## config.mk

```make
export PLATFORM = sky130hd
export DESIGN_NAME = bcd_clock_with_set_events
export DESIGN_NICKNAME = d
export VERILOG_FILES = /design/src/rtl/core/bcdc_pkg.sv /design/src/rtl/core/bcd_clock_with_set_events.sv /design/src/rtl/core/bcdc_sec_unit.sv /design/src/rtl/core/bcdc_seg_enc.sv
export SDC_FILE = /design/constraint.sdc
export NUM_CORES = 1
export LEC_CHECK = 0
export ABC_AREA = 0
export BUFFER_PORTS_ARGS = -buffer_cell sky130_fd_sc_hd__buf_4
export CAP_MARGIN = 20
export CORE_ASPECT_RATIO = 0.75
export CORE_MARGIN = 8
export CORE_UTILIZATION = 56
export CTS_CLUSTER_DIAMETER = 80
export CTS_CLUSTER_SIZE = 16
export DETAILED_ROUTE_END_ITERATION = 16
export GPL_TIMING_DRIVEN = 0
export PLACE_DENSITY = 0.83
export SLEW_MARGIN = 20
export SYNTH_ARGS = -nofsm -noshare
export SYNTH_HDL_FRONTEND = slang
export SYNTH_SLANG_ARGS = --single-unit
```

## constraint.sdc

```tcl
create_clock -name clk -period 5.6 [get_ports clk]
set_input_delay 0.28 -clock clk [delete_from_list [all_inputs] [get_ports clk]]
set_output_delay 0.28 -clock clk [all_outputs]
set_load 0.02 [all_outputs]
```

## src/rtl/core/bcdc_pkg.sv

```systemverilog
// ----------------------------------------------------------------------------
// bcdc_pkg
// Shared types, codes and helper functions for the BCD time-of-day clock.
// ----------------------------------------------------------------------------
package bcdc_pkg;

  // Event kinds carried on the input tuser
  localparam logic [1:0] ACT_TIMER  = 2'd0;
  localparam logic [1:0] ACT_SWITCH = 2'd1;
  localparam logic [1:0] ACT_BUTTON = 2'd2;

  // Configuration register indexes
  localparam logic [2:0] CFG_TICKS_PER_SEC = 3'd0;
  localparam logic [2:0] CFG_SECS_PER_SET  = 3'd1;
  localparam logic [2:0] CFG_SEL_SWITCH    = 3'd2;
  localparam logic [2:0] CFG_BUTTON_EN     = 3'd3;

  // Reset values
  localparam logic [15:0] MINSEC_RESET = 16'h5957;
  localparam logic [3:0]  TPS_RESET    = 4'd10;
  localparam logic [3:0]  SPS_RESET    = 4'd3;
  localparam logic [3:0]  SEL_RESET    = 4'd1;

  localparam logic [4:0] HOUR_LAST = 5'd23;
  localparam logic [7:0] SEG_BLANK = 8'hFF;

  // Sequencer states
  typedef enum logic [2:0] {
    ST_IDLE = 3'b001,
    ST_RUN  = 3'b010,
    ST_DONE = 3'b100
  } seq_state_t;

  // Clock time as held by the block
  typedef struct packed {
    logic [4:0]  hour;
    logic [15:0] minsec;
  } clk_time_t;

  // Wrap limit of each mm:ss digit, lowest first
  function automatic logic [4:0] digit_limit(input logic [1:0] idx);
    logic [4:0] lim;
    begin
      case (idx)
        2'd0:    lim = 5'd10;
        2'd1:    lim = 5'd6;
        2'd2:    lim = 5'd10;
        default: lim = 5'd6;
      endcase
      return lim;
    end
  endfunction

  // Active-low seven-segment pattern; digits above nine blank
  function automatic logic [7:0] seg_of(input logic [3:0] d);
    logic [7:0] s;
    begin
      case (d)
        4'd0:    s = 8'b11000000;
        4'd1:    s = 8'b11111001;
        4'd2:    s = 8'hA4;
        4'd3:    s = 8'hB0;
        4'd4:    s = 8'h99;
        4'd5:    s = 8'h92;
        4'd6:    s = 8'h82;
        4'd7:    s = 8'hF8;
        4'd8:    s = 8'h80;
        4'd9:    s = 8'b10010000;
        default: s = SEG_BLANK;
      endcase
      return s;
    end
  endfunction

endpackage

```

## src/rtl/core/bcd_clock_with_set_events.sv

```systemverilog
// ----------------------------------------------------------------------------
// bcd_clock_with_set_events
// Time-of-day clock in BCD mm:ss plus binary hours, advanced by timer ticks
// and by switch or button set events, with seven-segment outputs.
// ----------------------------------------------------------------------------
//  channel | handshake           | payload
//  --------+---------------------+-------------------------------------------
//  in      | in_tvalid/in_tready | tuser: action; tdata: pending, edges
//  out     | out_tvalid/tready   | tdata: six segment patterns, time, hour
//  cfg     | cfg_valid/cfg_ready | cfg_index, cfg_data
//
//  An item is stepped n times between acceptance and its result, n being the
//  seconds it adds (0 or 1 for a timer tick, up to 15 for a set event): the
//  single one-second step unit is applied once per cycle.
//  Reset gives 00:59:57 with the prescaler at zero and default registers.
//  A stalled result stays in the output register; the next item is taken
//  meanwhile, and its result waits until the register is free.
// ----------------------------------------------------------------------------
module bcd_clock_with_set_events
  import bcdc_pkg::*;
(
  input  logic        clk,
  input  logic        rst_n,
  input  logic        in_tvalid,
  output logic        in_tready,
  input  logic [15:0] in_tdata,   // [0] timer_pending, [10:1] edges, rest zero
  input  logic [1:0]  in_tuser,   // [1:0] action
  output logic        out_tvalid,
  input  logic        out_tready,
  output logic [71:0] out_tdata,  // [7:0] seg_sec_ones, [15:8] seg_sec_tens,
                                  // [23:16] seg_min_ones, [31:24] seg_min_tens,
                                  // [39:32] seg_hour_ones, [47:40] seg_hour_tens,
                                  // [63:48] time_bcd, [68:64] hour_count
  input  logic        cfg_valid,
  output logic        cfg_ready,
  input  logic [2:0]  cfg_index,
  input  logic [3:0]  cfg_data
);

  seq_state_t  state_r, state_nxt;
  clk_time_t   time_r, time_nxt, step_time;
  logic [3:0]  sub_r, sub_nxt;
  logic [3:0]  remain_r, remain_nxt;
  logic [3:0]  tps_r, sps_r, sel_r;
  logic        btn_en_r;
  logic        out_valid_r, out_valid_nxt;
  logic [71:0] out_data_r;
  logic [47:0] segs;
  logic        in_acc, out_load;
  logic        pending;
  logic [9:0]  edges;
  logic [15:0] edge_ext;
  logic [3:0]  sub_inc;

  assign in_tready = (state_r == ST_IDLE);
  assign in_acc    = in_tvalid && in_tready;
  assign cfg_ready = 1'b1;
  assign pending   = in_tdata[0];
  assign edges     = in_tdata[10:1];
  assign edge_ext  = {6'd0, edges};
  assign sub_inc   = sub_r + 4'd1;

  // Configuration registers
  always_ff @(posedge clk) begin
    if (!rst_n) begin
      tps_r    <= TPS_RESET;
      sps_r    <= SPS_RESET;
      sel_r    <= SEL_RESET;
      btn_en_r <= 1'b1;
    end else if (cfg_valid && cfg_ready) begin
      case (cfg_index)
        CFG_TICKS_PER_SEC: tps_r    <= cfg_data;
        CFG_SECS_PER_SET:  sps_r    <= cfg_data;
        CFG_SEL_SWITCH:    sel_r    <= cfg_data;
        CFG_BUTTON_EN:     btn_en_r <= cfg_data[0];
        default:           ;
      endcase
    end
  end

  bcdc_sec_unit u_sec (
    .cur (time_r),
    .nxt (step_time)
  );

  bcdc_seg_enc u_seg (
    .cur  (time_r),
    .segs (segs)
  );

  assign out_load = (state_r == ST_DONE) && (!out_valid_r || out_tready);

  // Sequencer: decode the event, apply the step unit, then hand off the result
  always_comb begin
    state_nxt     = state_r;
    sub_nxt       = sub_r;
    remain_nxt    = remain_r;
    time_nxt      = time_r;
    out_valid_nxt = out_valid_r;
    if (out_valid_r && out_tready) begin
      out_valid_nxt = 1'b0;
    end
    case (state_r)
      ST_IDLE: begin
        if (in_acc) begin
          remain_nxt = '0;
          case (in_tuser)
            ACT_TIMER: begin
              if (pending) begin
                if (sub_inc == tps_r) begin
                  sub_nxt    = '0;
                  remain_nxt = 4'd1;
                end else begin
                  sub_nxt = sub_inc;
                end
              end
            end
            ACT_SWITCH: begin
              if (edge_ext[sel_r]) remain_nxt = sps_r;
            end
            ACT_BUTTON: begin
              if (btn_en_r && edges[0]) remain_nxt = sps_r;
            end
            default: ;
          endcase
          state_nxt = ST_RUN;
        end
      end
      ST_RUN: begin
        if (remain_r == '0) begin
          state_nxt = ST_DONE;
        end else begin
          time_nxt   = step_time;
          remain_nxt = remain_r - 4'd1;
        end
      end
      ST_DONE: begin
        if (out_load) begin
          out_valid_nxt = 1'b1;
          state_nxt     = ST_IDLE;
        end
      end
      default: state_nxt = ST_IDLE;
    endcase
  end

  // Control and clock state
  always_ff @(posedge clk) begin
    if (!rst_n) begin
      state_r     <= ST_IDLE;
      sub_r       <= '0;
      remain_r    <= '0;
      time_r      <= '{hour: 5'd0, minsec: MINSEC_RESET};
      out_valid_r <= 1'b0;
    end else begin
      state_r     <= state_nxt;
      sub_r       <= sub_nxt;
      remain_r    <= remain_nxt;
      time_r      <= time_nxt;
      out_valid_r <= out_valid_nxt;
    end
  end

  // Output register
  always_ff @(posedge clk) begin
    if (out_load) begin
      out_data_r <= {3'd0, time_r.hour, time_r.minsec, segs};
    end
  end

  assign out_tvalid = out_valid_r;
  assign out_tdata  = out_data_r;

  // Checks
  a_busy_not_ready: assert property (@(posedge clk) disable iff (!rst_n)
    (state_r != ST_IDLE) |-> !in_tready) else $error("ready while busy");

  a_run_ends: assert property (@(posedge clk) disable iff (!rst_n)
    (state_r == ST_RUN && remain_r == '0) |=> (state_r == ST_DONE))
    else $error("step loop did not finish");

  a_hour_range: assert property (@(posedge clk) disable iff (!rst_n)
    time_r.hour <= HOUR_LAST) else $error("hour out of range");

  a_sub_hold: assert property (@(posedge clk) disable iff (!rst_n)
    !in_acc |=> $stable(sub_r)) else $error("prescaler moved without an item");

endmodule

```

## src/rtl/core/bcdc_sec_unit.sv

```systemverilog
// ----------------------------------------------------------------------------
// bcdc_sec_unit
// Shared one-second step: BCD mm:ss increment with carry into the hours.
// ----------------------------------------------------------------------------
module bcdc_sec_unit
  import bcdc_pkg::*;
(
  input  clk_time_t cur,
  output clk_time_t nxt
);

  logic [15:0] ms;
  logic        carry;
  logic [4:0]  sum;

  // Ripple the carry through the four digits
  always_comb begin
    ms    = cur.minsec;
    carry = 1'b1;
    sum   = '0;
    for (int i = 0; i < 4; i++) begin
      sum = {1'b0, cur.minsec[4*i +: 4]} + 5'd1;
      if (carry) begin
        if (sum >= digit_limit(2'(i))) begin
          ms[4*i +: 4] = 4'd0;
        end else begin
          ms[4*i +: 4] = sum[3:0];
          carry        = 1'b0;
        end
      end
    end
  end

  // Carry out of 59:59 advances the hour modulo 24
  always_comb begin
    nxt.minsec = ms;
    if (!carry) begin
      nxt.hour = cur.hour;
    end else if (cur.hour >= HOUR_LAST) begin
      nxt.hour = '0;
    end else begin
      nxt.hour = cur.hour + 5'd1;
    end
  end

endmodule

```

## src/rtl/core/bcdc_seg_enc.sv

```systemverilog
// ----------------------------------------------------------------------------
// bcdc_seg_enc
// Display encoder: six active-low digit patterns from the clock time.
// ----------------------------------------------------------------------------
module bcdc_seg_enc
  import bcdc_pkg::*;
(
  input  clk_time_t   cur,
  output logic [47:0] segs   // sec ones, sec tens, min ones, min tens, hr ones, hr tens
);

  logic [3:0] hr_tens;
  logic [3:0] hr_ones;

  // Split the binary hour into decimal digits
  always_comb begin
    if (cur.hour >= 5'd30) begin
      hr_tens = 4'd3;
      hr_ones = 4'(cur.hour - 5'd30);
    end else if (cur.hour >= 5'd20) begin
      hr_tens = 4'd2;
      hr_ones = 4'(cur.hour - 5'd20);
    end else if (cur.hour >= 5'd10) begin
      hr_tens = 4'd1;
      hr_ones = 4'(cur.hour - 5'd10);
    end else begin
      hr_tens = 4'd0;
      hr_ones = cur.hour[3:0];
    end
  end

  assign segs = {seg_of(hr_tens), seg_of(hr_ones),
                 seg_of(cur.minsec[15:12]), seg_of(cur.minsec[11:8]),
                 seg_of(cur.minsec[7:4]), seg_of(cur.minsec[3:0])};

endmodule

```

==> results_dict.tcl, run 1 <==
set metrics [dict create \
    status "complete, no violations" \
    start_kind "register" \
    slew_violations 0 \
    row_count 31 \
    ys.flop_type "edfxtp_1" \
    io_buffer_count 88 \
    area_growth_pct 21.7 \
    track_usage_pct 17.9 \
    grt_pass1_vias 4311 \
    avgSynthCellArea_um2 10.2 \
    drive_gt1_share_pct 21.4 \
    worst_pin_slew_ns 0.665 \
    clockBufferDepth 2 \
    yosys.area.top_type_share_pct 32.6 \
    final_cells 796 \
    p_sw_w 0.000453 \
    vias_per_cell 5.51 \
    setup_tns_ns 0 \
    cp_cell_sequence "inv_1 > ha_1 > a22o_1 > a21oi_1 > a21boi_0 > xnor2_2 > inv_1 > ha_1 > mux2i_1 > a2bb2oi_1" \
    yosys.area.top_type "edfxtp_1" \
    place.gp.congestion 0.903 \
    seqPwrFrac_pct 49.6 \
    arrival_ns 3.17 \
    clk_pin_slew_ns 0.07 \
    antenna_found_initial 0 \
    post_cts_hold_buffer_count 0 \
    initial_core_util_pct 57.9 \
    crit_type "reg2reg" \
    ioPinCount 105 \
    swShare_pct 25.4 \
    fin_crit_sh_pct 55.2 \
    timing.slew.headroom_pct 55.7 \
    slowest_stage "dfxtp_1" \
    core_area_mm2 0.00970 \
    peakVddDrop_v 0.000153 \
    cp_max_fo 11 \
    finalHoldViolCount 0 \
    p_leak_nw 2.75 \
    drtAntennaViolNets 0 \
    htreeDepth 3 \
    dieWidth_um 132 \
    die-area_mm2 0.0135 \
    fmax_mhz 324 \
    vias 4386 \
    cts_inserted_buffers 9 \
    synth_cells 549 \
    drc 0 \
    min_period_ns 3.09 \
    cp_num_buf_inv 2 \
    postCtsResizedCells 0 \
    async_reset_ff_share_pct 0 \
    hpwl_mm 8.89 \
    cp.required_ns 5.68 \
    max_cap_viol_count 0 \
    grt_max_degree 32 \
    ys_types 70 \
    cp_top_family "compound AO/OA/AOI/OAI gates" \
    ys_warn_count 0 \
    finalWirelength_mm 12.2 \
    worstSetupEndpointType "register" \
    cts_setup_buffers 0 \
    combPwrFrac_pct 14.5 \
    max_stage_delay_ns 0.60 \
    cts_tree "done" \
    p_int_w 0.00133 \
    nNetsFinal 728 \
    power_frac_clock_pct 35.9 \
    ys_ff_latch 107 \
    fin_skew_ns 0.00631 \
    clock_sinks 107 \
    place_inst 780 \
    n_antenna_cell 0 \
    netlist_top_cells_area "edfxtp_1, dfxtp_1, ha_1" \
    p_per_area_mw_per_mm2 261 \
    cts_root_buffer "clkbuf_16" \
    clock_latency_ns 0.34 \
    fill_cells 702 \
    grt_pass1_wl_mm 20.1 \
    syn_area_mm2 0.00561 \
    worstHoldPathType "in2reg" \
    wl_per_cell_um 15.3 \
    dr.first_iter.drc_count 434 \
    first_pass_iters 5 \
    rsz0062_at_grt "no" \
    overflow 0 \
    ys_seq_area_share_pct 49.0 \
    fp.dieH_um 103 \
    setup_viol 0 \
    synth_edf_count 61 \
]
==> synthesized netlist by cell type, drive strengths merged, types with 3 or more instances <==
master and instances:
nand4 3, nand2b 6, nor3 7, nor4 3, o211a 3, a21oi 36, nand2 61, o21ai 40
a22oi 3, nor2b 4, xnor2 6, edfxtp 61, a2bb2oi 6, ha 39, or2 5, dfxtp 46
o221ai 3, a21boi 3, mux2i 17, a31oi 7, and3 3, or3 6, clkbuf 18, nor3b 7
buf 16, o2bb2ai 3, or4b 3, and2 3, xor2 4, inv 27, o21a 5, nor2 51
nand3 9
==> registers in the layout, summed over array words and instances, names as in the netlist <==
| name | cells |
|---|---|
| sub_r | 4 |
| out_tdata | 61 |
| tps_r | 4 |
| btn_en_r | 1 |
| sel_r | 4 |
| time_r | 21 |
| out_tvalid | 1 |
| state_r | 3 |
| sps_r | 4 |
| remain_r | 4 |
==> routing by layer <==
metal  up-vias  global-route usage, %  routed length [µm]  part of all wire [%]
li1       2163                      -                   -                     -
met1      2028                   22.1                5460                    45
met2       181                   29.9                5650                    46
met3        14                   5.45                 934                   7.7
met4         0                   5.72                 126                   1.0
met5         -                      0                   0                     0
==> power groups by stage <==
stage / clock network [W] / logic (W) / registers [W]
2_1_floorplan: 0 / 0.000189 / 0.000897
3_3_place_gp: 0 / 0.000242 / 0.000899
3_5_place_dp: 0 / 0.000252 / 0.000900
4_1_cts: 0.000646 / 0.000256 / 0.000882
5_1_grt: 0.000680 / 0.000284 / 0.000887
6_report: 0.000640 / 0.000258 / 0.000883
==> worst paths after layout <==
| check | startpoint | endpoint | slack (ns) | depth (start not counted) |
|---|---|---|---|---|
| worst max-delay path | time_r[16]$_SDFFE_PN0P_ | out_tdata[35]$_DFFE_PP_ | 2.51 | 10 |
| worst min-delay path | cfg_data[1] | tps_r[1]$_SDFFE_PN1P_ | 0.18 | 3 |
| worst max register to register | time_r[16]$_SDFFE_PN0P_ | out_tdata[35]$_DFFE_PP_ | 2.51 | 10 |
| worst min register to register | time_r[15]$_SDFFE_PN0P_ | out_tdata[63]$_DFFE_PP_ | 0.43 | 0 |
==> final cells by class <==
class                           instances  area, µm²  area share (%)
Tap cell                              132        165            2.42
Timing Repair Buffer                   90        701            10.3
Inverter                               28        105            1.54
Clock inverter                          6       75.1            1.10
Sequential cell                       107       2750            40.3
Clock buffer                           10        229            3.35
Multi-Input combinational cell        389       2620            38.4
Buffer                                 34        183            2.67
==> placed cells by master, fill, tap and decap left out, types with 3 or more instances in the layout <==
cell type / count
o21ai_0: 40
clkbuf_1: 19
inv_1: 27
nand3_1: 9
a2bb2oi_1: 6
a31oi_1: 7
nand2b_1: 5
xor2_1: 4
or3_1: 6
or2_2: 5
nor2_1: 51
mux2i_1: 17
clkbuf_16: 9
nor4_1: 3
nand2_1: 61
ha_1: 39
dfxtp_1: 46
buf_4: 100
xnor2_1: 5
a21oi_1: 36
and2_1: 3
and3_1: 3
nor3b_1: 5
nor3_1: 6
o2bb2ai_1: 3
nor2b_1: 3
o21a_1: 5
conb_1: 11
edfxtp_1: 61
a21boi_0: 3
o211a_1: 3
a22oi_1: 3
==> per-stage QoR <==
| stage | cell area (µm²) | utilization, % | total power (W) | hold slack (ns) | worst slack [ns] |
|---|---|---|---|---|---|
| after floorplan | 5650 | - | 0.00109 | 0.405 | 1.67 |
| after global placement | 6470 | 66.8 | 0.00114 | 0.416 | 0.601 |
| after detailed placement | 6520 | 67.3 | 0.00115 | 0.412 | 2.57 |
| after CTS | 6830 | 70.4 | 0.00178 | 0.177 | 2.56 |
| after global routing | 6830 | 70.5 | 0.00185 | 0.181 | 2.32 |
| final | 6830 | 70.5 | 0.00178 | 0.179 | 2.51 |
==> cell families after synthesis <==
family          Yosys count  share of synthesized area (%)
compound gates          123                           13.8
xor+xnor                 11                           2.12
fa+ha+maj                39                           8.69
buf+inv                  62                           5.13
flops                   107                           49.0
mux                      21                           4.23
other cells               2                          0.134
simple gates            184                           16.9
==> worst reg2reg max path: cells and delay by family (launching register included) <==
| family | cells | cell delay (ns) |
|---|---|---|
| flip-flops | 1 | 0.60 |
| multiplexers | 1 | 0.20 |
| adder cells (fa/ha/maj) | 2 | 0.49 |
| AO/OA/AOI/OAI | 4 | 0.74 |
| XOR/XNOR | 1 | 0.40 |
| buffers and inverters | 2 | 0.39 |
Power figures use the tool's default switching activity.
==> run 2, diff against run 1 <==
--- a/config.mk
+++ b/config.mk
@@ -10,12 +10,12 @@
 export CAP_MARGIN = 20
 export CORE_ASPECT_RATIO = 0.75
 export CORE_MARGIN = 8
-export CORE_UTILIZATION = 56
+export CORE_UTILIZATION = 51
 export CTS_CLUSTER_DIAMETER = 80
 export CTS_CLUSTER_SIZE = 16
 export DETAILED_ROUTE_END_ITERATION = 16
 export GPL_TIMING_DRIVEN = 0
-export PLACE_DENSITY = 0.83
+export PLACE_DENSITY = 0.8
 export SLEW_MARGIN = 20
 export SYNTH_ARGS = -nofsm -noshare
 export SYNTH_HDL_FRONTEND = slang
==> constraint.sdc (replaced) <==
create_clock -name clk -period 2.6 [get_ports clk]
set_input_delay 0.13 -clock clk [delete_from_list [all_inputs] [get_ports clk]]
set_output_delay 0.13 -clock clk [all_outputs]
set_load 0.02 [all_outputs]
==> run 2 against run 1 <==
Against the previous run:
- sequential power increased by 120%
- global-route usage decreased by 1.2 points
- routed wire length increased by 0.79%
- critical path type unchanged
- largest cell class unchanged
==> results_dict.tcl, run 2 (synthesized netlist as in run 1, its figures left out) <==
set metrics [dict create \
    status "complete, no violations" \
    p_per_area_mw_per_mm2 547 \
    die-area_mm2 0.0147 \
    fin_skew_ns 0.00709 \
    vias_per_cell 5.48 \
    timing.slew.headroom_pct 57.5 \
    fin_crit_sh_pct 94.7 \
    max_cap_viol_count 0 \
    worstHoldPathType "in2reg" \
    cp-startpoint "time_r[5]$_SDFFE_PN0P_" \
    clockBufferDepth 2 \
    io_buffer_count 88 \
    finalHoldViolCount 0 \
    r2r_end "time_r[18]$_SDFFE_PN0P_" \
    seqPwrFrac_pct 50.5 \
    post_cts_hold_buffer_count 0 \
    vias 4402 \
    fmax_mhz 406 \
    dieWidth_um 137 \
    start_kind "register" \
    antenna_found_initial 1 \
    min_period_ns 2.46 \
    combPwrFrac_pct 15.1 \
    multi_input_area_mm2 0.00265 \
    ioPinCount 105 \
    fill_cells 860 \
    core_area_mm2 0.0108 \
    crit_type "reg2reg" \
    dr.first_iter.drc_count 436 \
    area_growth_pct 22.5 \
    fp.dieH_um 107 \
    dp_slack_ns -0.481 \
    place.gp.congestion 0.827 \
    cts_root_buffer "clkbuf_16" \
    final_cell_mix "buf_4, nand2_1, edfxtp_1" \
    first_pass_iters 5 \
    wl_per_cell_um 15.2 \
    setup_tns_ns 0 \
    overflow 0 \
    worst_pin_slew_ns 0.630 \
    p_int_w 0.00276 \
    clock_latency_ns 0.35 \
    register_area_mm2 0.00277 \
    p_leak_nw 2.76 \
    n_antenna_cell 0 \
    nNetsFinal 728 \
    r2r_start "time_r[5]$_SDFFE_PN0P_" \
    grt_pass1_vias 4191 \
    whs_ns 0.0344 \
    htreeDepth 3 \
    grt_max_degree 30 \
    fin_area_mm2 0.00688 \
    worstSetupEndpointType "register" \
    grt_pass1_wl_mm 20.1 \
    final_common_cell "buf_4" \
    clock_sinks 107 \
    cp.required_ns 2.87 \
    swShare_pct 26.5 \
    slew_violations 0 \
    setup_slack_ns 0.137 \
    finalWirelength_mm 12.3 \
    holdCritStartpoint "cfg_data[1]" \
    power_frac_clock_pct 34.3 \
    place_inst 788 \
    reg2regPathDepth 8 \
    track_usage_pct 16.7 \
    reg2reg_setup_slack_ns 0.14 \
    arrival_ns 2.73 \
    endpoint "time_r[18]$_SDFFE_PN0P_" \
    peakVddDrop_v 0.000305 \
    dpl_cell_area_mm2 0.00654 \
    drc 0 \
    p_sw_w 0.000998 \
    cts_inserted_buffers 9 \
    setup_viol 0 \
    initial_core_util_pct 51.9 \
    row_count 33 \
    largest_register_ffs 61 \
    hpwl_mm 9.08 \
    cts_tree "done" \
    drive_gt1_share_pct 23.9 \
    drtAntennaViolNets 0 \
    clk_pin_slew_ns 0.07 \
    final_cells 804 \
    cp_max_fo 10 \
]
==> run 2: timing repair <==
action / 4_1_cts / 5_1_grt
pin swaps: 3 / 0
setup buffers: 2 / 0
gates cloned: 0 / 0
setup endpoints to repair: 17 / 20
resized for setup: 7 / 13
==> run 2: how the worst min path moves through the flow <==
stage | depth (start not counted) | slack [ns] | endpoint
floorplan | 2 | 0.26 | btn_en_r$_SDFFE_PN1P_
global placement | 3 | 0.38 | tps_r[3]$_SDFFE_PN1P_
detailed placement | 3 | 0.39 | tps_r[1]$_SDFFE_PN1P_
CTS | 3 | 0.02 | tps_r[1]$_SDFFE_PN1P_
global route | 3 | 0.03 | tps_r[1]$_SDFFE_PN1P_
finish | 3 | 0.03 | tps_r[1]$_SDFFE_PN1P_
==> run 2: final cells by class <==
class                   count  area share, %
flip-flops and latches    107           40.3
multi-input cells         389           38.5
repair buffers             92           10.5
clock buffers              10           3.33
plain buffers              32           2.55
well taps                 140           2.55
inverters                  28           1.53
clock inverters             6          0.746
==> run 2: stage by stage <==
step	util, %	power, W
final	63.6	0.00376
after global routing	63.6	0.00391
after CTS	63.3	0.00378
after detailed placement	60.4	0.00250
after global placement	60.0	0.00246
after floorplan	-	0.00234
==> run 2: critical path, stage by stage (launching register included) <==
cell and delay (ns):
dfxtp_2 0.42, inv_1 0.17, ha_1 0.44, o2bb2ai_1 0.11, o2bb2ai_1 0.16, a21oi_4 0.26, nand4_4 0.20, or4b_1 0.50
a21oi_1 0.14
==> run 2: metal layers <==
metal	share of wire (%)	wire [µm]	track usage, %
met1	44	5380	21.1
met2	48	5880	27.3
met3	7.2	886	4.91
met4	0.81	99	5.03
met5	0.11	13	0
==> run 2: power by group through the flow <==
stage,Sequential [W],Combinational [W],Clock (W)
after floorplan,0.00193,0.000407,0
after global placement,0.00193,0.000526,0
after detailed placement,0.00194,0.000559,0
after CTS,0.00190,0.000563,0.00131
after global routing,0.00191,0.000627,0.00137
final,0.00190,0.000570,0.00129
==> run 3, diff against run 2 <==
--- a/config.mk
+++ b/config.mk
@@ -8,14 +8,17 @@
 export ABC_AREA = 0
 export BUFFER_PORTS_ARGS = -buffer_cell sky130_fd_sc_hd__buf_4
 export CAP_MARGIN = 20
+export CELL_PAD_IN_SITES_DETAIL_PLACEMENT = 1
+export CELL_PAD_IN_SITES_GLOBAL_PLACEMENT = 1
 export CORE_ASPECT_RATIO = 0.75
 export CORE_MARGIN = 8
-export CORE_UTILIZATION = 51
+export CORE_UTILIZATION = 39
 export CTS_CLUSTER_DIAMETER = 80
 export CTS_CLUSTER_SIZE = 16
 export DETAILED_ROUTE_END_ITERATION = 16
 export GPL_TIMING_DRIVEN = 0
-export PLACE_DENSITY = 0.8
+export MAX_ROUTING_LAYER = met4
+export PLACE_DENSITY = 0.79
 export SLEW_MARGIN = 20
 export SYNTH_ARGS = -nofsm -noshare
 export SYNTH_HDL_FRONTEND = slang
==> run 3 against run 2 <==
Against the previous run:
- maximum frequency decreased by 1.6%
- clock power increased by 7%
- power increased by 2.5%
- clock skew increased by 0.00061 ns
- highest routed layer is now met4
- non-clock buffer count increased by 4
- global-route usage decreased by 0.66 points
==> results_dict.tcl, run 3 (synthesized netlist as in run 1, its figures left out) <==
set metrics [dict create \
    power_w 0.00386 \
    crit_type "reg2reg" \
    first_pass_iters 4 \
    finalHoldViolCount 0 \
    place.gp.congestion 0.824 \
    vias_per_cell 5.31 \
    cp_top_family "compound AO/OA/AOI/OAI gates" \
    slowest_stage "a221o_1" \
    setup_slack_ns 0.0977 \
    max_cap_viol_count 0 \
    cp-startpoint "time_r[16]$_SDFFE_PN0P_" \
    vias 4502 \
    holdCritStartpoint "cfg_data[3]" \
    cp_cell_sequence "inv_1 > ha_1 > a22o_2 > nor2_1 > a21oi_1 > a221o_1 > nand2b_2 > a2bb2oi_1" \
    die-area_mm2 0.0185 \
    fill_cells 1614 \
    track_usage_pct 16.1 \
    timing.slew.headroom_pct 55.2 \
    clock_sinks 107 \
    clockBufferDepth 2 \
    clk_pin_slew_ns 0.07 \
    initial_core_util_pct 39.4 \
    fin_crit_sh_pct 96.2 \
    clock_latency_ns 0.35 \
    reg2regPathDepth 8 \
    post_cts_hold_buffer_count 0 \
    p_leak_nw 2.77 \
    fmax_mhz 400 \
    r2r_end "out_tdata[38]$_DFFE_PP_" \
    p_per_area_mw_per_mm2 552 \
    status "complete, no violations" \
    finalWirelength_mm 14.7 \
    start_kind "register" \
    cp.depth 8 \
    cts_tree "done" \
    worst_pin_slew_ns 0.671 \
    n_antenna_cell 0 \
    cp.required_ns 2.67 \
    grt_pass1_wl_mm 23.7 \
    slew_violations 0 \
    worstHoldPathType "in2reg" \
    max_stage_delay_ns 0.50 \
    grt_pass1_vias 4817 \
    drc 0 \
    htreeDepth 3 \
    dp_slack_ns -0.507 \
    endpoint "out_tdata[38]$_DFFE_PP_" \
    dieWidth_um 155 \
    wl_per_cell_um 17.3 \
    final_cell_mix "buf_4, nand2_1, edfxtp_1" \
    grt_max_degree 30 \
    final_common_cell "buf_4" \
    fp.dieH_um 120 \
    setup_viol 0 \
    ioPinCount 105 \
    hold_depth 3 \
    cts_root_buffer "clkbuf_16" \
    row_count 38 \
    cp_num_buf_inv 1 \
    fin_skew_ns 0.00769 \
    overflow 0 \
    reg2reg_setup_slack_ns 0.1 \
    area_growth_pct 24.5 \
    arrival_ns 2.58 \
    r2r_start "time_r[16]$_SDFFE_PN0P_" \
    antenna_found_initial 0 \
    dr.first_iter.drc_count 158 \
    drtAntennaViolNets 0 \
    cp_max_fo 11 \
    drive_gt1_share_pct 25.1 \
    worstSetupEndpointType "register" \
    nNetsFinal 732 \
    largest_register_ffs 61 \
    min_period_ns 2.50 \
    peakVddDrop_v 0.000312 \
    core_area_mm2 0.0143 \
    io_buffer_count 88 \
    cts_inserted_buffers 9 \
    hpwl_mm 10.7 \
]
## run 3: cell type report
cell class	instances	area, µm²	area share [%]
inverter	28	109	1.56
sequential	107	2780	39.7
buffer	32	175	2.51
clock inverter	6	63.8	0.913
multi-input combinational	389	2660	38.0
clock buffer	10	229	3.27
timing repair buffer	96	753	10.8
tap	180	225	3.22
## run 3: per-layer routing
layer | global-route usage [%] | vias to the layer above | wire (µm)
met5 | - | - | 0
met4 | 2.87 | 0 | 59
met3 | 4.78 | 5 | 644
met2 | 27.4 | 92 | 7430
met1 | 18.8 | 2229 | 6570
li1 | - | 2176 | -
## run 3: worst min path at each step
stage | endpoint | slack [ns]
after global placement | tps_r[3]$_SDFFE_PN1P_ | 0.38
after detailed placement | tps_r[3]$_SDFFE_PN1P_ | 0.38
after floorplan | btn_en_r$_SDFFE_PN1P_ | 0.26
final | tps_r[3]$_SDFFE_PN1P_ | 0.04
after global routing | tps_r[3]$_SDFFE_PN1P_ | 0.03
after CTS | tps_r[3]$_SDFFE_PN1P_ | 0.02
## run 3: report_power, final
part / switching, W / internal, W
Clock: 0.000628 / 0.000747
Sequential: 0.0000634 / 0.00184
Combinational: 0.000317 / 0.000264
## run 3: what timing repair did
| action | in CTS | in global routing |
|---|---|---|
| setup buffers | 3 | 3 |
| gates cloned | 0 | 0 |
| pin swaps | 3 | 4 |
| endpoints found under the setup margin | 21 | 20 |
| gates resized for setup | 9 | 18 |
## run 3: worst reg2reg max path: stages, from the launching register on
cell and delay (ns):
dfxtp_4 0.41, inv_1 0.13, ha_1 0.25, a22o_2 0.29, nor2_1 0.12, a21oi_1 0.07
a221o_1 0.50, nand2b_2 0.29, a2bb2oi_1 0.17
## run 3: metrics by stage
stage | instances | TNS, ns | util (%) | hold WS [ns] | instance area (µm²)
final | 848 | 0 | 49.0 | 0.0400 | 6990
after floorplan | 558 | 0 | - | 0.255 | 5660
after detailed placement | 828 | -4.48 | 46.2 | 0.382 | 6590
after global placement | 826 | -2.09 | 45.9 | 0.379 | 6540
after global routing | 848 | -0.105 | 49.0 | 0.0304 | 6990
after CTS | 847 | 0 | 48.5 | 0.0155 | 6920
